File: src/pgw_pkg.sv
// Package for the four-level page walker: field widths, entry bit positions,
// status and page-size codes, and the virtual-address slot selector.
// No dependencies.
package pgw_pkg;

	localparam int DEF_FRAMES        = 16;
	localparam int ENTRIES_PER_TABLE = 512;
	localparam int SLOT_W            = 9;
	localparam int ROOT_W            = 4;
	localparam int IDX_W             = 13;
	localparam int ENTRY_W           = 64;
	localparam int VA_W              = 48;
	localparam int PA_W              = 52;
	localparam int STATUS_W          = 2;
	localparam int SIZE_W            = 2;
	localparam int PAGE_SHIFT        = 12;

	// entry layout
	localparam int PTE_P  = 0;
	localparam int PTE_US = 2;
	localparam int PTE_PS = 7;

	// item operations
	localparam logic OP_WRITE = 1'b0;
	localparam logic OP_XLATE = 1'b1;

	// walk levels: top table down to leaf table
	localparam logic [1:0] LVL_TOP  = 2'd3;
	localparam logic [1:0] LVL_1G   = 2'd2;
	localparam logic [1:0] LVL_2M   = 2'd1;
	localparam logic [1:0] LVL_LEAF = 2'd0;

	typedef enum logic [STATUS_W-1:0] {
		ST_MAPPED      = 2'd0,
		ST_NOT_PRESENT = 2'd1,
		ST_OUTSIDE     = 2'd2
	} status_t;

	typedef enum logic [SIZE_W-1:0] {
		PG_4K = 2'd0,
		PG_2M = 2'd1,
		PG_1G = 2'd2
	} size_t;

	// controller to datapath
	typedef struct packed {
		logic       clear_step;
		logic       wr_item;
		logic       start;
		logic       walk_next;
		logic       load_out;
		logic [1:0] level;
	} ctrl_cmd_t;

	// datapath to controller
	typedef struct packed {
		logic clear_last;
		logic done;
	} dp_stat_t;

	// nine-bit table slot of a virtual address at a given level
	function automatic logic [SLOT_W-1:0] slot_of(input logic [VA_W-1:0] va,
			input logic [1:0] lvl);
		logic [SLOT_W-1:0] s;
		case (lvl)
			LVL_TOP:  s = va[47:39];
			LVL_1G:   s = va[38:30];
			LVL_2M:   s = va[29:21];
			default:  s = va[20:12];
		endcase
		return s;
	endfunction

endpackage

File: src/pgw_ctrl.sv
// Page walker controller: clear pass, item acceptance, level sequencing
// and the response valid flag.
// Depends on pgw_pkg.
module pgw_ctrl import pgw_pkg::*; (
	input  logic      clk,
	input  logic      arst_n,
	input  logic      req_valid,
	output logic      req_ready,
	input  logic      req_op,
	output logic      rsp_valid,
	input  logic      rsp_ready,
	input  dp_stat_t  stat,
	output ctrl_cmd_t cmd
);

	typedef enum logic [1:0] {
		S_CLEAR,
		S_IDLE,
		S_WALK,
		S_HOLD
	} state_t;

	state_t     state_q;
	logic [1:0] level_q;
	logic       rsp_valid_q;
	logic       out_free;
	logic       fin;
	logic       accept;

	// handshake and command decode
	always_comb begin
		out_free  = ~rsp_valid_q | rsp_ready;
		fin       = ((state_q == S_WALK) || (state_q == S_HOLD)) && stat.done;
		req_ready = (state_q == S_IDLE) || (fin && out_free);
		accept    = req_valid & req_ready;

		cmd.clear_step = (state_q == S_CLEAR);
		cmd.wr_item    = accept & (req_op == OP_WRITE);
		cmd.start      = accept & (req_op == OP_XLATE);
		cmd.walk_next  = (state_q == S_WALK) && !stat.done;
		cmd.load_out   = fin && out_free;
		cmd.level      = level_q;
	end

	assign rsp_valid = rsp_valid_q;

	// state, level counter and response valid
	always_ff @(posedge clk or negedge arst_n) begin
		if (!arst_n) begin
			state_q     <= S_CLEAR;
			level_q     <= LVL_TOP;
			rsp_valid_q <= 1'b0;
		end else begin
			if (cmd.load_out) begin
				rsp_valid_q <= 1'b1;
			end else if (rsp_ready) begin
				rsp_valid_q <= 1'b0;
			end

			unique case (state_q) inside
				S_CLEAR: begin
					if (stat.clear_last) begin
						state_q <= S_IDLE;
					end
				end
				S_IDLE: begin
					if (cmd.start) begin
						state_q <= S_WALK;
						level_q <= LVL_TOP;
					end
				end
				S_WALK, S_HOLD: begin
					if (cmd.walk_next) begin
						level_q <= level_q - 2'd1;
					end else if (cmd.load_out) begin
						// a new translation may enter as this one leaves
						if (cmd.start) begin
							state_q <= S_WALK;
							level_q <= LVL_TOP;
						end else begin
							state_q <= S_IDLE;
						end
					end else begin
						state_q <= S_HOLD;
					end
				end
				default: begin
					state_q <= S_CLEAR;
				end
			endcase
		end
	end

	// never overwrite a result still waiting at the output
	a_no_overwrite: assert property (@(posedge clk) disable iff (!arst_n)
		cmd.load_out |-> (!rsp_valid_q || rsp_ready))
		else $error("result register loaded while full");

	// the walk never steps past the leaf level
	a_leaf_stop: assert property (@(posedge clk) disable iff (!arst_n)
		cmd.walk_next |-> (level_q != LVL_LEAF))
		else $error("walk stepped past leaf level");

	// every translation starts at the top level
	a_start_top: assert property (@(posedge clk) disable iff (!arst_n)
		cmd.start |=> (level_q == LVL_TOP && state_q == S_WALK))
		else $error("translation did not start at top level");

	// a held walk keeps its finished result until it is sent
	a_hold_done: assert property (@(posedge clk) disable iff (!arst_n)
		(state_q == S_HOLD) |-> stat.done)
		else $error("held walk lost its result");

	// no item is taken during the clear pass
	a_clear_block: assert property (@(posedge clk) disable iff (!arst_n)
		(state_q == S_CLEAR) |-> (!cmd.wr_item && !cmd.start && !rsp_valid_q))
		else $error("item activity during clear pass");

endmodule

File: config.mk
export PLATFORM = sky130hd
export DESIGN_NAME = pgw_ctrl
export DESIGN_NICKNAME = d
export VERILOG_FILES = /design/src/pgw_pkg.sv /design/src/pgw_ctrl.sv
export SDC_FILE = /design/constraint.sdc
export NUM_CORES = 1
export LEC_CHECK = 0
export BUFFER_PORTS_ARGS = -buffer_cell sky130_fd_sc_hd__buf_4
export CORE_AREA = 4 4 41 43
export DETAILED_ROUTE_END_ITERATION = 16
export DIE_AREA = 0 0 45 47
export GPL_ROUTABILITY_DRIVEN = 1
export SETUP_SLACK_MARGIN = 0.1
export SLEW_MARGIN = 40
export SYNTH_ARGS = -nofsm -noshare
export SYNTH_HDL_FRONTEND = slang
export SYNTH_SLANG_ARGS = --single-unit
File: constraint.sdc
create_clock -name clk -period 1.06 [get_ports clk]
set_input_delay 0.106 -clock clk [delete_from_list [all_inputs] [get_ports clk]]
set_output_delay 0.106 -clock clk [all_outputs]
set_load 0.02 [all_outputs]
# Word-level counts from Yosys, hierarchy flattened

Cells that the tools add are included.
Widths: inputs -> output; s select.

Logic and storage cells: 41
Input port bits: 7
Latch bits: 0
Register bits after elaboration: 5
Bits in read-only memories: 0
Memories kept: 0
Output and inout bits: 9
Memory bits (writable): 0

Order comparisons: 0
Equal/unequal tests: 7
Shift-type cells: 0
$mul: 0
Reduce and logical (&&, ||, !) cells: 12
Divide/modulo/power cells: 0
Muxes and demuxes: 12
Bitwise gates (word level): 6
Add/sub/neg operators: 1

Operators by type and width:

| cell                | number |
|---|---|
| $mux 2              | 8 |
| $ne 2x2->1 const B  | 3 |
| $pmux 2 s3          | 1 |
| $eq 2x2->1 const B  | 2 |
| $pmux 2 s2          | 1 |
| $reduce_bool 2->1   | 2 |
| $and 1x1->1         | 3 |
| $logic_and 1x1->1   | 3 |
| $ne 3x3->1 const B  | 1 |
| $reduce_and 3->1    | 1 |
| $eq 2x1->1 const B  | 1 |
| $logic_not 2->1     | 1 |
| $logic_or 1x1->1    | 2 |
| $mux 1              | 2 |
| $not 1->1           | 2 |
| $reduce_and 2->1    | 1 |
| $reduce_or 2->1     | 1 |
| $sub 2x1->2 const B | 1 |
| $logic_not 1->1     | 1 |
| $or 1x1->1          | 1 |

# Longest topological paths before layout

Depth after elaboration: 11
Gate-level depth with buffers: 4
Mapped depth without buffers: 4

# Least setup slack after synthesis

OpenSTA, ideal clock, no wires.

Path type: reg-to-reg
Start point: register rsp_valid_q, in the netlist rsp_valid
End point: register state_q[1]
Arrival: 1212 ps
Period minus slack after synthesis: 1295 ps
Path slack: -235 ps
Stages on the path, launching flop included: 5
Cells stage by stage: dfrtp_1 > and2b_1 > nor2_1 > o211ai_1 > o21ai_0

RTL lines:

| element                  | RTL line       | source |
|---|---|---|
| start: declaration       | pgw_ctrl.sv:25 | `logic rsp_valid_q;` |
| start signal: assignment | pgw_ctrl.sv:52 | `rsp_valid_q <= 1'b0;` |
| start signal: assignment | pgw_ctrl.sv:55 | `rsp_valid_q <= 1'b1;` |
| start signal: assignment | pgw_ctrl.sv:57 | `rsp_valid_q <= 1'b0;` |
| end signal: assignment   | pgw_ctrl.sv:50 | `state_q <= S_CLEAR;` |
| end signal: assignment   | pgw_ctrl.sv:63 | `state_q <= S_IDLE;` |
| end signal: assignment   | pgw_ctrl.sv:68 | `state_q <= S_WALK;` |
| end: declaration         | pgw_ctrl.sv:23 | `state_t state_q;` |

==> flow_summary.yaml <==
run_status:
  outcome: "finished with violations"
  failed_checks: "negative setup slack"
sta:
  fin_crit_sh_pct: 133
  fin_hold_ws_ps: 121
  rsz0062_at_grt: "yes"
  maxClockFrequency_mhz: 712
  timing.setup.tns_ps: -1720
  max_slew.worst_pin.slew_ps: 184
  finalClockSkew_ps: 6.71
  slew_violations: 0
  worst_slew_margin_relative_to_its_limit_pct: 87.6
  timing.final.ws_setup_ps: -345
  endpoints_failing_hold: 0
  final_period_minus_worst_setup_slack_ps: 1410
  setup_viol: 11
floorplanning:
  floorplan.die_area_sq_um: 2120
  floorplan.initialDensity_pct: 22.5
  pin_count: 16
  std_cell_rows: 13
  die_height_um: 47
  dieWidth_um: 45
  core_area_sq_um: 1300
min_path:
  worst_hold_path_type: "primary input to flip-flop"
  hold-path-cell-count: 3
  destination_of_the_worst_hold_path: "level_q[1]"
  startpoint_of_the_tightest_hold_check_path: "req_valid"
critical_path:
  crit_path_top_delay_cell: "dfrtp_1"
  cp-start-kind: "flip-flop"
  worst_path_arrival_time_ps: 1300
  reg2reg_from: "state_q[0]"
  delay_of_the_slowest_critical_path_stage_ps: 370
  r2r_slack_ps: -130
  worstSetupPathType: "flip-flop to primary output"
  path_cells: "and2b_1 > o2bb2ai_4 > and3b_2 > buf_4"
  rr_worst_depth: 6
  critical_path.max_fanout: 3
  timing.critical_path.required_ps: 950
  worst_r2r_endpoint: "level_q[1]"
  timing.critical_path.to_type: "primary output"
power:
  power_switching_w: 0.000644
  power_frac_comb_pct: 63.9
  net_sw_share_pct: 38.9
  p_leak_nw: 0.287
  power.clock.fraction_pct: 13.5
  sequential_power_share_pct: 22.6
  power_density_nw_per_um2: 2730
  vdd.ir_drop.worst_mv: 0.978
  internal_power_w: 0.00101
global_routing:
  antenna_violations_before_repair: 0
  global_route.usage.total_pct: 9.44
  globalRouteOverflowTotal: 0
  grt_start_max_net_pins: 6
  via_count_of_the_first_global_routing_pass: 291
  grt_first_pass_wirelength_um: 1250
cells_and_area:
  final_cell_area_sq_um: 607
  final_nets: 65
  multi_input_comb_area_sq_um: 194
  flow.area_growth_from_synthesis_pct: 107
  nFillCells: 126
  regArea_sq_um: 129
  insertedDiodeCount: 0
  final_layout_size_suffix_gt1_share_pct: 71.9
  final_cell_count_no_fill: 72
logic_synthesis:
  synth.avg_cell_area_sq_um: 10.5
  mappedNetlistNets: 35
  synth-async-reset-ratio_pct: 100
  synthesis.instances: 28
  syn-cell-area_sq_um: 293
  synth_enable_flop_cells: 0
  postSynthRegisterBits: 5
  yosysMostFrequentCell: "nor2_1"
  netlist_top_cells_count: "4 x nor2_1, 3 x dfrtp_1, 3 x inv_1"
  netlist-cell-type-count: 18
  postSynth.topFlopCell: "dfrtp_1"
  post-synth-top-area-fraction_pct: 25.6
  synth_top_cell_by_area: "dfrtp_1"
  yosys_warnings: 0
  ys_seq_area_share_pct: 43.6
  synth.top_cells.by_area: "dfrtp_1 26%, dfstp_2 18%, o2bb2ai_4 9.4%, nor3b_4 6.4%, nor2_1 5.1%"
clocking:
  cts_tree: "yes"
  numCtsBuffers: 3
  cts.root.buffer_cell: "clkbuf_4"
  ctsHtreeMaxLevel: 1
  clock_insertion_delay_worst_skew_ps: 250
  clk_transition_reported_paths_ps: 50
  max-clock-path-buffers: 2
  clock_sink_count: 5
drt:
  drtAntennaViolNets: 0
  wl_per_cell_um: 11.6
  first_iteration_detailed_routing_drc_count: 2
  post-route-drc-count: 0
  drt_wirelength_um: 838
  drt_pass1_iterations: 4
  num_vias: 313
  via_to_cell_ratio: 4.35
placed_design:
  buffer_ports.inserted: 15
  placed_area_sq_um: 457
  gpl.final_weighted_congestion: 0.715
  dp_cells: 62
  dp.final_hpwl_um: 557
  preCtsSetupSlack_ps: -71.7
flow_run:
  max_cap_viol_count: 0
[state kept, by name (all words and copies together) (netlist names)]
signal / count
level_q: 2
rsp_valid: 1
state_q: 2
[cells in the final DEF, fill, tap and decap left out]
| cell type | Yosys | layout |
|---|---|---|
| a21boi_1 | 1 | 1 |
| a21oi_2 | 0 | 1 |
| and2b_1 | 1 | 1 |
| and3b_2 | 1 | 1 |
| buf_4 | 0 | 14 |
| buf_6 | 0 | 10 |
| clkbuf_1 | 0 | 1 |
| clkbuf_4 | 0 | 3 |
| dfrtp_1 | 3 | 2 |
| dfrtp_2 | 0 | 1 |
| dfstp_2 | 2 | 2 |
| dlygate4sd3_1 | 0 | 1 |
| inv_1 | 3 | 2 |
| inv_2 | 0 | 1 |
| nand2_2 | 0 | 1 |
| nand2_4 | 0 | 1 |
| nand3_4 | 0 | 1 |
| nand3b_1 | 1 | 1 |
| nor2_1 | 4 | 2 |
| nor2_4 | 0 | 2 |
| nor3b_4 | 1 | 1 |
| o211ai_1 | 1 | 1 |
| o21a_1 | 1 | 1 |
| o21ai_0 | 2 | 2 |
| o21ai_2 | 0 | 1 |
| o2bb2ai_4 | 1 | 1 |
| or2b_1 | 1 | 1 |
[metal layers]
layer / GRT usage [%] / share of wire (%) / up-vias
met5: 0 / 0 / -
met4: 7.02 / 1.1 / 0
met3: 7.28 / 9.2 / 2
met2: 13.8 / 52 / 9
met1: 8.99 / 38 / 147
li1: - / - / 155
[critical path, delay by kind of cell (launching register included)]
kind	cells	cell delay, ps
AND/OR/NAND/NOR	2	380
flip-flops	1	370
AO/OA/AOI/OAI	1	170
buffers and inverters	1	130
[how the worst max path moves through the flow]
stage               startpoint  depth (start not counted)  slack [ps]  endpoint
detailed placement   rsp_valid                          5         -70    cmd[4]
finish               rsp_valid                          4        -350    cmd[5]
floorplan            rsp_valid                          3        -190    cmd[5]
CTS                  rsp_valid                          4        -340    cmd[5]
global placement     rsp_valid                          5         -70    cmd[4]
global route        state_q[1]                          4        -420    cmd[5]
[power groups by stage]
stage | registers, W | logic [W] | clock network, W
2_1_floorplan | 0.000420 | 0.000369 | 0
3_3_place_gp | 0.000371 | 0.000742 | 0
3_5_place_dp | 0.000372 | 0.000741 | 0
4_1_cts | 0.000362 | 0.00105 | 0.000232
5_1_grt | 0.000385 | 0.00113 | 0.000254
6_report | 0.000374 | 0.00106 | 0.000225
[through the flow]
| step | util, % | power (W) |
|---|---|---|
| after CTS | 45.8 | 0.00164 |
| after detailed placement | 35.1 | 0.00111 |
| after global placement | 35.1 | 0.00111 |
| after global routing | 46.6 | 0.00176 |
| final | 46.6 | 0.00166 |
| after floorplan | - | 0.000790 |
[timing repair]
action,in CTS,in global routing
buffers inserted,6,0
hold endpoints to repair,5,0
resized for setup,15,6
pin swaps,2,3
gates cloned,0,0
hold buffers,1,0
setup endpoints to repair,13,13
[logic make-up after synthesis]
kind of cell / after synthesis / synth area share [%]
DFF: 5 / 43.6
and+or+nand+nor: 12 / 28.6
buffers and inverters: 3 / 3.85
AOI/OAI and AO/OA: 8 / 23.9
[layout make-up]
cell class,count,area share (%)
Clock buffer,4,4.33
Inverter,3,1.86
Multi-Input combinational cell,20,32.0
Sequential cell,5,21.2
Tap cell,15,3.09
Timing Repair Buffer,25,37.5
Note: power is estimated with default switching activity, not from simulation.
